[src/iee_pkg.sv]
package iee_pkg;

  localparam int NUM_STACK_DEPTH = 32;
  localparam int OP_STACK_DEPTH  = 32;
  localparam int DATA_WIDTH      = 32;

  localparam int TYPE_W   = 3;
  localparam int IN_W     = 32;
  localparam int STATUS_W = 2;

  typedef logic [TYPE_W-1:0]   tok_type_t;
  typedef logic [STATUS_W-1:0] status_t;
  typedef logic [1:0]          tok_cls_t;

  localparam tok_type_t TOK_NUM = 3'd0;
  localparam tok_type_t TOK_LP  = 3'd1;
  localparam tok_type_t TOK_RP  = 3'd2;
  localparam tok_type_t TOK_ADD = 3'd3;
  localparam tok_type_t TOK_SUB = 3'd4;
  localparam tok_type_t TOK_MUL = 3'd5;
  localparam tok_type_t TOK_DIV = 3'd6;
  localparam tok_type_t TOK_END = 3'd7;

  localparam status_t ST_OK   = 2'd0;
  localparam status_t ST_OVF  = 2'd1;
  localparam status_t ST_BAD  = 2'd2;
  localparam status_t ST_DIV0 = 2'd3;

  localparam tok_cls_t CLS_NUM  = 2'd0;
  localparam tok_cls_t CLS_LP   = 2'd1;
  localparam tok_cls_t CLS_SCAN = 2'd2;

  typedef struct packed {
    tok_cls_t  cls;
    tok_type_t req_type;
  } tok_ctl_t;

endpackage

[src/iee_tok_if.sv]
interface iee_tok_if;
  import iee_pkg::*;
  logic                   valid;
  logic                   ready;
  tok_type_t              req_type;
  logic signed [IN_W-1:0] number_value;
  modport source(output valid, req_type, number_value, input ready);
  modport sink(input valid, req_type, number_value, output ready);
endinterface

[src/iee_res_if.sv]
interface iee_res_if;
  import iee_pkg::*;
  logic                   valid;
  logic                   ready;
  logic signed [IN_W-1:0] expr_value;
  status_t                status;
  modport source(output valid, expr_value, status, input ready);
  modport sink(input valid, expr_value, status, output ready);
endinterface

[src/iee_front.sv]
module iee_front #(
  parameter int DATA_WIDTH = iee_pkg::DATA_WIDTH
) (
  input  logic                  clk,
  input  logic                  rst,
  iee_tok_if.sink               tok,
  output logic                  q_valid,
  input  logic                  q_ready,
  output iee_pkg::tok_ctl_t     q_ctl,
  output logic [DATA_WIDTH-1:0] q_value
);
  import iee_pkg::*;

  tok_ctl_t              ctl_mem [2];
  logic [DATA_WIDTH-1:0] val_mem [2];
  logic                  wr_ptr;
  logic                  rd_ptr;
  logic [1:0]            count;
  tok_ctl_t              in_ctl;
  logic                  push;
  logic                  pop;

  always_comb begin
    in_ctl.req_type = tok.req_type;
    unique case (tok.req_type)
      TOK_NUM: in_ctl.cls = CLS_NUM;
      TOK_LP:  in_ctl.cls = CLS_LP;
      default: in_ctl.cls = CLS_SCAN;
    endcase
  end

  assign tok.ready = (count != 2'd2);
  assign q_valid   = (count != 2'd0);
  assign q_ctl     = ctl_mem[rd_ptr];
  assign q_value   = val_mem[rd_ptr];
  assign push      = tok.valid && tok.ready;
  assign pop       = q_valid && q_ready;

  always_ff @(posedge clk) begin
    if (rst) begin
      wr_ptr <= 1'b0;
      rd_ptr <= 1'b0;
      count  <= 2'd0;
    end else begin
      if (push) begin
        wr_ptr <= ~wr_ptr;
      end
      if (pop) begin
        rd_ptr <= ~rd_ptr;
      end
      count <= count + {1'b0, push} - {1'b0, pop};
    end
  end

  always_ff @(posedge clk) begin
    if (push) begin
      ctl_mem[wr_ptr] <= in_ctl;
      val_mem[wr_ptr] <= DATA_WIDTH'(tok.number_value);
    end
  end

endmodule

[src/iee_div.sv]
module iee_div #(
  parameter int DATA_WIDTH = iee_pkg::DATA_WIDTH
) (
  input  logic                  clk,
  input  logic                  rst,
  input  logic                  start,
  input  logic [DATA_WIDTH-1:0] dividend,
  input  logic [DATA_WIDTH-1:0] divisor,
  output logic                  done,
  output logic [DATA_WIDTH-1:0] quotient
);
  import iee_pkg::*;

  localparam int CW = $clog2(DATA_WIDTH + 1);

  logic [DATA_WIDTH-1:0] rem;
  logic [DATA_WIDTH-1:0] quo;
  logic [DATA_WIDTH-1:0] dvs;
  logic [CW-1:0]         cnt;
  logic                  busy;
  logic [DATA_WIDTH:0]   shifted;
  logic [DATA_WIDTH:0]   diff;
  logic                  ge;

  assign shifted  = {rem, quo[DATA_WIDTH-1]};
  assign diff     = shifted - {1'b0, dvs};
  assign ge       = !diff[DATA_WIDTH];
  assign quotient = quo;

  always_ff @(posedge clk) begin
    if (rst) begin
      busy <= 1'b0;
      done <= 1'b0;
      cnt  <= '0;
    end else begin
      done <= 1'b0;
      if (start) begin
        busy <= 1'b1;
        cnt  <= CW'(DATA_WIDTH);
      end else if (busy) begin
        cnt <= cnt - CW'(1);
        if (cnt == CW'(1)) begin
          busy <= 1'b0;
          done <= 1'b1;
        end
      end
    end
  end

  always_ff @(posedge clk) begin
    if (start) begin
      rem <= '0;
      quo <= dividend;
      dvs <= divisor;
    end else if (busy) begin
      rem <= ge ? diff[DATA_WIDTH-1:0] : shifted[DATA_WIDTH-1:0];
      quo <= {quo[DATA_WIDTH-2:0], ge};
    end
  end

endmodule

[src/iee_back.sv]
module iee_back #(
  parameter int NUM_STACK_DEPTH = iee_pkg::NUM_STACK_DEPTH,
  parameter int OP_STACK_DEPTH  = iee_pkg::OP_STACK_DEPTH,
  parameter int DATA_WIDTH      = iee_pkg::DATA_WIDTH
) (
  input  logic                  clk,
  input  logic                  rst,
  input  logic                  q_valid,
  output logic                  q_ready,
  input  iee_pkg::tok_ctl_t     q_ctl,
  input  logic [DATA_WIDTH-1:0] q_value,
  iee_res_if.source             res
);
  import iee_pkg::*;

  localparam int NAW = $clog2(NUM_STACK_DEPTH);
  localparam int NCW = $clog2(NUM_STACK_DEPTH + 1);
  localparam int OAW = $clog2(OP_STACK_DEPTH);
  localparam int OCW = $clog2(OP_STACK_DEPTH + 1);
  localparam int DW  = DATA_WIDTH;

  localparam logic [2:0] S_IDLE = 3'd0;
  localparam logic [2:0] S_LOOP = 3'd1;
  localparam logic [2:0] S_RED  = 3'd2;
  localparam logic [2:0] S_DIVW = 3'd3;
  localparam logic [2:0] S_WB   = 3'd4;
  localparam logic [2:0] S_POP  = 3'd5;

  logic [DW-1:0]  nmem [NUM_STACK_DEPTH];
  tok_type_t      omem [OP_STACK_DEPTH];

  logic [2:0]     state, state_next;
  logic [NCW-1:0] n, n_next;
  logic [OCW-1:0] oc, oc_next;
  status_t        err, err_next;
  logic [DW-1:0]  tos, tos_next;
  tok_type_t      optop, optop_next;
  tok_type_t      cur_t, cur_t_next;
  logic [DW-1:0]  res_r, res_r_next;
  logic           qneg, qneg_next;
  logic           out_valid, out_valid_next;
  logic signed [IN_W-1:0] out_value, out_value_next;
  status_t        out_status, out_status_next;

  logic [DW-1:0]  num_rd;
  tok_type_t      op_rd;
  logic [NCW-1:0] n_m2;
  logic [OCW-1:0] oc_m2;

  logic           num_we;
  logic [NAW-1:0] num_wa;
  logic [DW-1:0]  num_wd;
  logic           op_we;
  tok_type_t      op_wd;

  logic           want_red;
  logic           want_push;
  status_t        final_st;
  logic signed [DW-1:0] tos_s;

  logic           div_start;
  logic           div_done;
  logic [DW-1:0]  div_a;
  logic [DW-1:0]  div_b;
  logic [DW-1:0]  div_q;

  assign n_m2  = n - NCW'(2);
  assign oc_m2 = oc - OCW'(2);
  assign tos_s = tos;
  assign div_a = num_rd[DW-1] ? (DW'(0) - num_rd) : num_rd;
  assign div_b = tos[DW-1] ? (DW'(0) - tos) : tos;
  assign final_st = (err == ST_OK && n != NCW'(1)) ? ST_BAD : err;

  assign res.valid      = out_valid;
  assign res.expr_value = out_value;
  assign res.status     = out_status;

  iee_div #(.DATA_WIDTH(DW)) u_div (
    .clk      (clk),
    .rst      (rst),
    .start    (div_start),
    .dividend (div_a),
    .divisor  (div_b),
    .done     (div_done),
    .quotient (div_q)
  );

  always_comb begin
    state_next      = state;
    n_next          = n;
    oc_next         = oc;
    err_next        = err;
    tos_next        = tos;
    optop_next      = optop;
    cur_t_next      = cur_t;
    res_r_next      = res_r;
    qneg_next       = qneg;
    out_valid_next  = out_valid;
    out_value_next  = out_value;
    out_status_next = out_status;
    num_we          = 1'b0;
    num_wa          = n[NAW-1:0];
    num_wd          = q_value;
    op_we           = 1'b0;
    op_wd           = cur_t;
    q_ready         = 1'b0;
    div_start       = 1'b0;
    want_red        = 1'b0;
    want_push       = 1'b0;

    if (res.valid && res.ready) begin
      out_valid_next = 1'b0;
    end

    unique case (state)
      S_IDLE: begin
        q_ready = 1'b1;
        if (q_valid) begin
          cur_t_next = q_ctl.req_type;
          if (err == ST_OK || q_ctl.req_type == TOK_END) begin
            unique case (q_ctl.cls)
              CLS_NUM: begin
                if (n >= NCW'(NUM_STACK_DEPTH)) begin
                  err_next = ST_OVF;
                end else begin
                  num_we   = 1'b1;
                  num_wd   = q_value;
                  tos_next = q_value;
                  n_next   = n + NCW'(1);
                end
              end
              CLS_LP: begin
                if (oc >= OCW'(OP_STACK_DEPTH)) begin
                  err_next = ST_OVF;
                end else begin
                  op_we      = 1'b1;
                  op_wd      = TOK_LP;
                  optop_next = TOK_LP;
                  oc_next    = oc + OCW'(1);
                end
              end
              default: state_next = S_LOOP;
            endcase
          end
        end
      end
      S_LOOP: begin
        if (cur_t == TOK_END) begin
          if (err == ST_OK && oc != '0) begin
            if (optop == TOK_LP) begin
              err_next = ST_BAD;
            end else begin
              want_red = 1'b1;
            end
          end else if (!out_valid || res.ready) begin
            out_valid_next  = 1'b1;
            out_status_next = final_st;
            out_value_next  = (final_st == ST_OK) ? IN_W'(tos_s) : '0;
            n_next          = '0;
            oc_next         = '0;
            err_next        = ST_OK;
            state_next      = S_IDLE;
          end
        end else if (err != ST_OK) begin
          state_next = S_IDLE;
        end else begin
          unique case (cur_t)
            TOK_RP: begin
              if (oc == '0) begin
                err_next   = ST_BAD;
                state_next = S_IDLE;
              end else if (optop == TOK_LP) begin
                state_next = S_POP;
              end else begin
                want_red = 1'b1;
              end
            end
            TOK_ADD, TOK_SUB: begin
              if (oc != '0 && optop != TOK_LP) begin
                want_red = 1'b1;
              end else begin
                want_push = 1'b1;
              end
            end
            default: begin
              if (oc != '0 && (optop == TOK_MUL || optop == TOK_DIV)) begin
                want_red = 1'b1;
              end else begin
                want_push = 1'b1;
              end
            end
          endcase
        end
      end
      S_RED: begin
        unique case (optop)
          TOK_ADD: begin
            res_r_next = num_rd + tos;
            state_next = S_WB;
          end
          TOK_SUB: begin
            res_r_next = num_rd - tos;
            state_next = S_WB;
          end
          TOK_MUL: begin
            res_r_next = num_rd * tos;
            state_next = S_WB;
          end
          TOK_DIV: begin
            if (tos == '0) begin
              err_next   = ST_DIV0;
              state_next = S_LOOP;
            end else begin
              div_start  = 1'b1;
              qneg_next  = num_rd[DW-1] ^ tos[DW-1];
              state_next = S_DIVW;
            end
          end
          default: begin
            err_next   = ST_BAD;
            state_next = S_LOOP;
          end
        endcase
      end
      S_DIVW: begin
        if (div_done) begin
          res_r_next = qneg ? (DW'(0) - div_q) : div_q;
          state_next = S_WB;
        end
      end
      S_WB: begin
        num_we     = 1'b1;
        num_wa     = n_m2[NAW-1:0];
        num_wd     = res_r;
        tos_next   = res_r;
        n_next     = n - NCW'(1);
        oc_next    = oc - OCW'(1);
        optop_next = op_rd;
        state_next = S_LOOP;
      end
      S_POP: begin
        oc_next    = oc - OCW'(1);
        optop_next = op_rd;
        state_next = S_IDLE;
      end
      default: state_next = S_IDLE;
    endcase

    if (want_red) begin
      if (n < NCW'(2)) begin
        err_next = ST_BAD;
      end else begin
        state_next = S_RED;
      end
    end

    if (want_push) begin
      state_next = S_IDLE;
      if (oc >= OCW'(OP_STACK_DEPTH)) begin
        err_next = ST_OVF;
      end else begin
        op_we      = 1'b1;
        op_wd      = cur_t;
        optop_next = cur_t;
        oc_next    = oc + OCW'(1);
      end
    end
  end

  always_ff @(posedge clk) begin
    if (rst) begin
      state     <= S_IDLE;
      n         <= '0;
      oc        <= '0;
      err       <= ST_OK;
      out_valid <= 1'b0;
    end else begin
      state     <= state_next;
      n         <= n_next;
      oc        <= oc_next;
      err       <= err_next;
      out_valid <= out_valid_next;
    end
  end

  always_ff @(posedge clk) begin
    tos        <= tos_next;
    optop      <= optop_next;
    cur_t      <= cur_t_next;
    res_r      <= res_r_next;
    qneg       <= qneg_next;
    out_value  <= out_value_next;
    out_status <= out_status_next;
    num_rd     <= nmem[n_m2[NAW-1:0]];
    op_rd      <= omem[oc_m2[OAW-1:0]];
    if (num_we) begin
      nmem[num_wa] <= num_wd;
    end
    if (op_we) begin
      omem[oc[OAW-1:0]] <= op_wd;
    end
  end

endmodule

[src/infix_expression_evaluator.sv]
// Infix expression evaluator with a number stack and an operator stack.
// The tok channel carries one token per transfer: req_type selects a number,
// '(' , ')', '+', '-', '*', '/' or end, and number_value is the operand of a
// number token. The res channel carries one transfer per end token, with the
// expression value and a status (ok, overflow, malformed, divide by zero).
// Tokens enter a two-entry queue and are executed one at a time by a
// sequencer over the two stack memories.
// A number or '(' is pushed by the sequencer straight from its idle state.
// Each reduction passes a reduce and a write-back state, and a / also waits
// between them on the bit-serial divider. Any other token is scanned in a
// loop state plus its reductions, and a ')' pops its '(' in a pop state.
// An end token emits its result from the loop state when no reduction is left.
// Reset empties the queue and both stacks and clears the error; the stack
// memories themselves are not cleared. While res is stalled the result is
// held, and tokens keep flowing until the next end token reaches the point
// of emitting its result.
module infix_expression_evaluator #(
  parameter int NUM_STACK_DEPTH = iee_pkg::NUM_STACK_DEPTH,
  parameter int OP_STACK_DEPTH  = iee_pkg::OP_STACK_DEPTH,
  parameter int DATA_WIDTH      = iee_pkg::DATA_WIDTH
) (
  input logic       clk,
  input logic       rst,
  iee_tok_if.sink   tok,
  iee_res_if.source res
);
  import iee_pkg::*;

  logic                  q_valid;
  logic                  q_ready;
  tok_ctl_t              q_ctl;
  logic [DATA_WIDTH-1:0] q_value;

  iee_front #(.DATA_WIDTH(DATA_WIDTH)) u_front (
    .clk     (clk),
    .rst     (rst),
    .tok     (tok),
    .q_valid (q_valid),
    .q_ready (q_ready),
    .q_ctl   (q_ctl),
    .q_value (q_value)
  );

  iee_back #(
    .NUM_STACK_DEPTH (NUM_STACK_DEPTH),
    .OP_STACK_DEPTH  (OP_STACK_DEPTH),
    .DATA_WIDTH      (DATA_WIDTH)
  ) u_back (
    .clk     (clk),
    .rst     (rst),
    .q_valid (q_valid),
    .q_ready (q_ready),
    .q_ctl   (q_ctl),
    .q_value (q_value),
    .res     (res)
  );

endmodule

[src/flat_wrapper.sv]
// flat-port wrapper written by rule: the top's interface ports become plain ports
module infix_expression_evaluator_flat import iee_pkg::*;
#(
  parameter int NUM_STACK_DEPTH = iee_pkg::NUM_STACK_DEPTH,
  parameter int OP_STACK_DEPTH  = iee_pkg::OP_STACK_DEPTH,
  parameter int DATA_WIDTH      = iee_pkg::DATA_WIDTH
)
  (clk, rst, tok_valid, tok_req_type, tok_number_value, tok_ready, res_valid, res_expr_value, res_status, res_ready);
  iee_tok_if tok_i ();
  iee_res_if res_i ();
  input logic clk;
  input logic rst;
  input wire logic [$bits(tok_i.valid)-1:0] tok_valid;
  input wire logic [$bits(tok_i.req_type)-1:0] tok_req_type;
  input wire logic [$bits(tok_i.number_value)-1:0] tok_number_value;
  output wire logic [$bits(tok_i.ready)-1:0] tok_ready;
  output wire logic [$bits(res_i.valid)-1:0] res_valid;
  output wire logic [$bits(res_i.expr_value)-1:0] res_expr_value;
  output wire logic [$bits(res_i.status)-1:0] res_status;
  input wire logic [$bits(res_i.ready)-1:0] res_ready;
  assign tok_i.valid = tok_valid;
  assign tok_i.req_type = tok_req_type;
  assign tok_i.number_value = tok_number_value;
  assign tok_ready = tok_i.ready;
  assign res_valid = res_i.valid;
  assign res_expr_value = res_i.expr_value;
  assign res_status = res_i.status;
  assign res_i.ready = res_ready;
  infix_expression_evaluator #(.NUM_STACK_DEPTH(NUM_STACK_DEPTH), .OP_STACK_DEPTH(OP_STACK_DEPTH), .DATA_WIDTH(DATA_WIDTH)) u_core (.clk(clk), .rst(rst), .tok(tok_i), .res(res_i));
endmodule
[config.mk]
export PLATFORM = sky130hd
export DESIGN_NAME = infix_expression_evaluator_flat
export DESIGN_NICKNAME = d
export VERILOG_FILES = /design/src/iee_pkg.sv /design/src/iee_tok_if.sv /design/src/iee_res_if.sv /design/src/iee_front.sv /design/src/iee_div.sv /design/src/iee_back.sv /design/src/infix_expression_evaluator.sv /design/src/flat_wrapper.sv
export SDC_FILE = /design/constraint.sdc
export NUM_CORES = 2
export LEC_CHECK = 0
export BUFFER_PORTS_ARGS = -buffer_cell sky130_fd_sc_hd__clkbuf_2
export CAP_MARGIN = 25
export CORE_MARGIN = 2
export CORE_UTILIZATION = 55
export DETAILED_ROUTE_END_ITERATION = 8
export PLACE_DENSITY = 0.75
export SYNTH_ARGS = -nofsm -noshare
export SYNTH_HDL_FRONTEND = slang
export SYNTH_SLANG_ARGS = --single-unit
[constraint.sdc]
create_clock -name clk -period 10.65 [get_ports clk]
set_input_delay 1.065 -clock clk [delete_from_list [all_inputs] [get_ports clk]]
set_output_delay 1.065 -clock clk [all_outputs]
set_load 0.02 [all_outputs]
# == Yosys cells after proc, flatten, opt, wreduce, memory -nomap -nowiden ==
# Memories as Yosys holds them, arrays and structs flattened. A register that Yosys moved wholly into a read port is not among the register bits.
# Cells that the tools add are included.
# classes
n_lt_le_gt_ge,3
n_eq_ne,30
bitwise_logic,6
mul,1
addsub,15
n_mux,137
n_reduce_logical,39
# ops
op,n
$mux W32,11
$pmux W32 S2,2
$mux W6,18
$pmux W32 S3,1
$sub A1 B32 Y32 const A,3
$mux W3,26
$mux W1,47
$mux W2,18
$pmux W6 S3,2
$sub A33 B32 Y33,1
$add A32 B32 Y32,1
$logic_not A32 Y1,1
$mul A32 B32 Y32,1
$sub A32 B32 Y32,1
$mux W31,1
$eq A3 B3 Y1 const B,8
$sub A6 B1 Y6 const B,3
$eq A3 B2 Y1 const B,5
$pmux W3 S5,1
$add A6 B1 Y6 const B,2
$ge A6 B6 Y1 const B,2
$ne A2 B2 Y1 const B,6
$pmux W2 S2,3
$pmux W3 S2,2
32 further kinds,65
# totals
register_bits,231
ram_bits,1194
output_inout_bits,36
input_bits,39
n_memories,4
# memory_table
memory,depth,word_bits,read_ports,rd_clocked_by_memory_dff,write_ports,line_no,text
u_core.u_back.nmem,32,32,1,1,1,iee_back.sv:29,logic [DW-1:0] nmem [NUM_STACK_DEPTH];
u_core.u_back.omem,32,3,1,1,1,iee_back.sv:30,tok_type_t omem [OP_STACK_DEPTH];
u_core.u_front.val_mem,2,32,1,1,1,iee_front.sv:15,logic [DATA_WIDTH-1:0] val_mem [2];
u_core.u_front.ctl_mem,2,5,1,1,1,iee_front.sv:14,tok_ctl_t ctl_mem [2];

# == Longest topological paths before layout ==
# depth
ltp_word,11
mapped_depth,29

# == Cells and area by module ==
# A second synthesis with hierarchy kept.
# unflattened
cells_unflattened,5471
hier_area_um2,78398.9
# modules_own_cells
mod,cells_per_inst,seq_area_each_um2,n_inst,area_per_inst_um2
iee_back,4711,37816.3,1,69315.2
iee_div,613,2722.6,1,6145.9
iee_front,147,2322.2,1,2937.8

# == Worst setup path after synthesis ==
# OpenSTA, ideal clock, no wires.
# synth_timing
kind,flip-flop to flip-flop
startpoint,reg u_core.u_back.tos[6]
endpoint,reg u_core.u_back.res_r[31] (data pin)
required_time_ns,10.389
slack_ns,2.782
path_buffers,3
arrival_time_ns,7.607
stages_incl_launch_ff,28
synth_period_minus_slack_ns,7.868
cell_sequence,edfxtp_1 > clkbuf_1 > clkbuf_1 > and2_1 > fa_1 > fa_1 > fa_1 > inv_1 > fa_1 > inv_1 > fa_1 > inv_1 > fa_1 > inv_1 > fa_1 > fa_1 > ha_1 > clkbuf_1 > a21o_1 > a21o_1 > a2111oi_0 > nor3_1 > a2111oi_0 > nor3_1 > a211oi_1 > a21oi_1 > xnor2_1 > a221o_1
# synth_via
elab_chain_len,3
word_cells_on_any_way,5
# synth_lines
element,line_no,text
start: declaration,iee_back.sv:36,"logic [DW-1:0] tos, tos_next;"
start signal: assignment,iee_back.sv:287,tos <= tos_next;
$mul A32 B32 Y32 (tied with other cells),iee_back.sv:206,res_r_next = num_rd * tos;
$pmux W32 S3 *,iee_back.sv:196,unique case (optop)
$pmux W32 S2 *,iee_back.sv:115,unique case (state)
net u_core.u_back.res_r_next[31],iee_back.sv:39,"logic [DW-1:0] res_r, res_r_next;"
end signal: assignment,iee_back.sv:290,res_r <= res_r_next;
end: declaration,iee_back.sv:39,
# Mark *: on every way through the listed nets, which the timed path passes. The rest lies on a longest branch.
# A chain may end at the register's enable or synchronous reset.

# == Final worst setup path ==
# layout_timing
startpoint,"reg u_core.u_back.num_rd[10], read port of u_core.u_back.nmem"
endpoint,reg u_core.u_back.res_r[31] (data pin)
# layout_via
elab_chain_len,3
word_cells_on_any_way,5
# layout_lines
element,line_no,text
start: declaration,iee_back.sv:45,logic [DW-1:0] num_rd;
$mul A32 B32 Y32 (tied with other cells),iee_back.sv:206,
$pmux W32 S3 *,iee_back.sv:196,
$pmux W32 S2 *,iee_back.sv:115,
net u_core.u_back.res_r_next[31],iee_back.sv:39,
# Marks and branches as above.

==> out/results.txt <==
Data arrival, critical path = 8.91 ns
Routed length per instance = 27.98 µm
Dpl cell area = 0.08085 mm²
Vias in the first global route = 47359
CTS tree = done
Clock Tree Root = clkbuf_16
First-pass GRT wire length = 308.3 mm
Core area = 0.1397 mm²
Final Setup Violations = 0
Chip width = 379.3 µm
# rows = 137
Kind of critical path = reg2reg
Mux contribution to synthesized area = 11.30%
Post-Synth Simple-Gate Area = 7.978%
FF+latch count, synth = 1461
Final count of pins violating max slew = 0
Crit start category = register
Synth cell types = 79
Io pins = 75
Worst-Skew Late Latency = 0.81 ns
Critical path, cell by cell = and2_1 -> fa_1 -> fa_1 -> fa_1 -> inv_1 -> fa_1 -> inv_1 -> fa_1 -> inv_1 -> fa_1 -> inv_1 -> fa_1 -> fa_1 -> ha_1 -> a21o_1 -> a21o_1 -> a2111oi_0 -> nor3_1 -> a2111oi_0 -> nor3_1 -> a211oi_1 -> a21oi_1 -> xnor2_1 -> a221o_1
Yosys warning count = 0
Main synth FF type = edfxtp_1
Syn Inst Count = 5359
Compound-cell area share of the yosys netlist = 4.771%
Finished layout cell area = 0.08593 mm²
Seq/Total Area, Yosys = 55.32%
Rel. slew slack = 27.25%
Vias = 46410
Final GP Congestion = 0.9522
CP required = 11.16 ns
Port buffer count = 74
Number of fill cells = 10029
RSZ-0062 raised after global routing = false
DR pass1 iterations = 6
Die H = 379.3 µm
Final min period = 8.398 ns
Period utilization = 78.85%
Clock transition at path regs = 0.06 ns
DRC = 0
Routed vias/inst = 6.237
Asr flop ratio synth = 0%
Max Fanout on Critical Path = 17
Post-synth EDFFs = 1360
Final Hold Viols = 0
Tot GR Track Use = 29.54%
Worst Skew = 0.05837 ns
Overflow after GRT = 0
Netlist Area Pre-Place = 0.07747 mm²
Clock Sinks = 1461
Final net count = 6094
Worst path slowest cell = dfxtp_1
Post-synthesis xor/xnor area fraction = 3.018%
Crit-path max cell delay = 0.89 ns
Post-CTS Resized = 0
Fraction of layout cells with a size suffix above 1 = 17.14%
Clock Tree Buf Depth = 3
ANT nets after route = 0
Max Cap Violations = 0
Crit. End Element = register
Adder-Cell Fraction of Synth Area = 13.95%
Syn nets = 6016
Die area = 0.1439 mm²
Mean post-synth cell area = 14.46 µm²
Final core occ = 61.51%
# Post-CTS Setup Buffers = 0
Min-Delay Path Class = in2reg
Largest net degree at the start of global routing = 66
Largest family of logic cells by synthesized area = adder cells
Worst-margin pin slew = 1.080 ns
Initial cell density of the core = 55.46%
Estimated wirelength of the detail-placed design = 127.4 mm
Initial antenna violation count = 8
Total Wirelength = 208.2 mm
Status = completed
H-tree levels = 4
Max Clk Rate = 119.1 MHz
Synthesis-to-finish area growth = 10.92%
CTS Buf Count = 148
Hold_buf cts = 0
Setup TNS = 0 ns
Number of DRC markers in iteration 0 = 5346
Cell mode on critical path = fa_1
-- path summary, 6_finish.rpt --
path                                                 start                             to  slack [ns]  cells past startpoint
worst max-delay path              u_core.u_back.num_rd[10]        u_core.u_back.res_r[31]        2.25                     24
worst min-delay path                  tok_number_value[21]  u_core.u_front.val_mem[1][21]        0.46                      1
worst max register to register    u_core.u_back.num_rd[10]        u_core.u_back.res_r[31]        2.25                     24
worst min register to register  u_core.u_back.u_div.rem[7]     u_core.u_back.u_div.rem[7]        0.49                      2
-- final cells by class --
cell class	instances	area, µm²	area share (%)
Sequential cell	1461	42870	49.89
Multi-Input combinational cell	3148	32230	37.51
Clock buffer	185	3934	4.578
Tap cell	1876	2347	2.732
Timing Repair Buffer	233	1892	2.202
Inverter	445	1670	1.944
Clock inverter	88	969.7	1.128
Antenna cell	5	12.51	0.01456
-- cell families (layout without fill, tap and decap cells) --
group	count (synthesis)	count (layout)
mux	432	432
flops	1461	1461
compound gates	588	588
xor+xnor	267	267
simple gates	1243	1243
fa+ha+maj	618	618
other cells	0	5
buf+inv	750	951
-- flip-flops by register name, indices dropped and copies added (netlist names), 6 cells and up, named ones only --
register                      cells
u_core.u_back.u_div.rem          32
u_core.u_back.n                   6
u_core.u_front.ctl_mem           10
u_core.u_back.res_r              32
u_core.u_back.u_div.dvs          32
u_core.u_front.val_mem           64
u_core.u_back.res.expr_value     32
u_core.u_back.omem               96
u_core.u_back.tos                32
u_core.u_back.num_rd             32
u_core.u_back.nmem             1024
u_core.u_back.u_div.quotient     32
u_core.u_back.oc                  6
u_core.u_back.u_div.cnt           6
-- Yosys cell counts, drive strengths merged, types with 5 or more instances --
master	n	share of area, %
edfxtp	1360	53
nand2	449	2.2
inv	444	2.2
fa	410	11
mux4	350	10
and2	348	2.8
clkbuf	265	1.3
ha	208	3.4
nor2	202	0.98
o21ai	186	1.2
a21oi	146	0.94
xnor2	141	1.6
xor2	126	1.4
dfxtp	101	2.6
a21o	45	0.44
mux2	41	0.60
mux2i	41	0.53
buf	40	0.21
nor3	39	0.25
nand2b	38	0.32
o31ai	32	0.31
a211oi	30	0.29
nand3	29	0.19
or3	27	0.22
a31oi	24	0.19
nor2b	24	0.19
or4	19	0.20
and3	15	0.12
o211ai	13	0.13
o21a	13	0.13
nor4	10	0.10
o41ai	10	0.14
or2	9	0.073
a2111oi	8	0.090
a311oi	8	0.090
nor3b	8	0.078
nand3b	7	0.068
a21boi	6	0.058
a22oi	6	0.058
a221oi	5	0.057
o2111ai	5	0.057
o21bai	5	0.048
-- per-stage QoR --
stage / setup slack [ns] / cells / hold slack (ns)
after global placement: 2.326 / 7136 / 0.4811
after global routing: 1.893 / 7437 / 0.4420
after detailed placement: 2.309 / 7155 / 0.4800
after floorplan: 2.782 / 5359 / 0.4345
after CTS: 2.263 / 7428 / 0.4194
final: 2.252 / 7441 / 0.4551
-- critical path, delay by kind of cell (launching register included) --
| family | cells | cell delay (ns) |
|---|---|---|
| xor gates and xnor gates | 1 | 0.15 |
| AOI/OAI and AO/OA | 7 | 2.10 |
| buffers and inverters | 4 | 0.21 |
| and+or+nand+nor | 3 | 0.50 |
| adders and majority gates | 9 | 4.27 |
| DFF | 1 | 0.89 |
-- placed cells by master (no fill, tap or decap), types with 149 or more instances in the layout --
master	synthesis	routed
clkbuf_16	0	149
edfxtp_1	1360	1360
fa_1	410	410
ha_1	208	207
o21ai_0	184	152
mux4_2	350	350
nor2_1	202	168
nand2_1	449	448
and2_1	348	347
inv_1	444	444
-- per-layer routing --
layer	vias up	track usage, %	routed length (µm)
met1	23660	39.70	78330
li1	19530	-	-
met5	-	0	27
met3	467	6.450	21720
met4	4	12.11	9082
met2	2749	47.11	99050
Power is left out: the tool's default activity adds up to more than one toggle a clock period on the data nets, which glitch-free logic cannot reach.
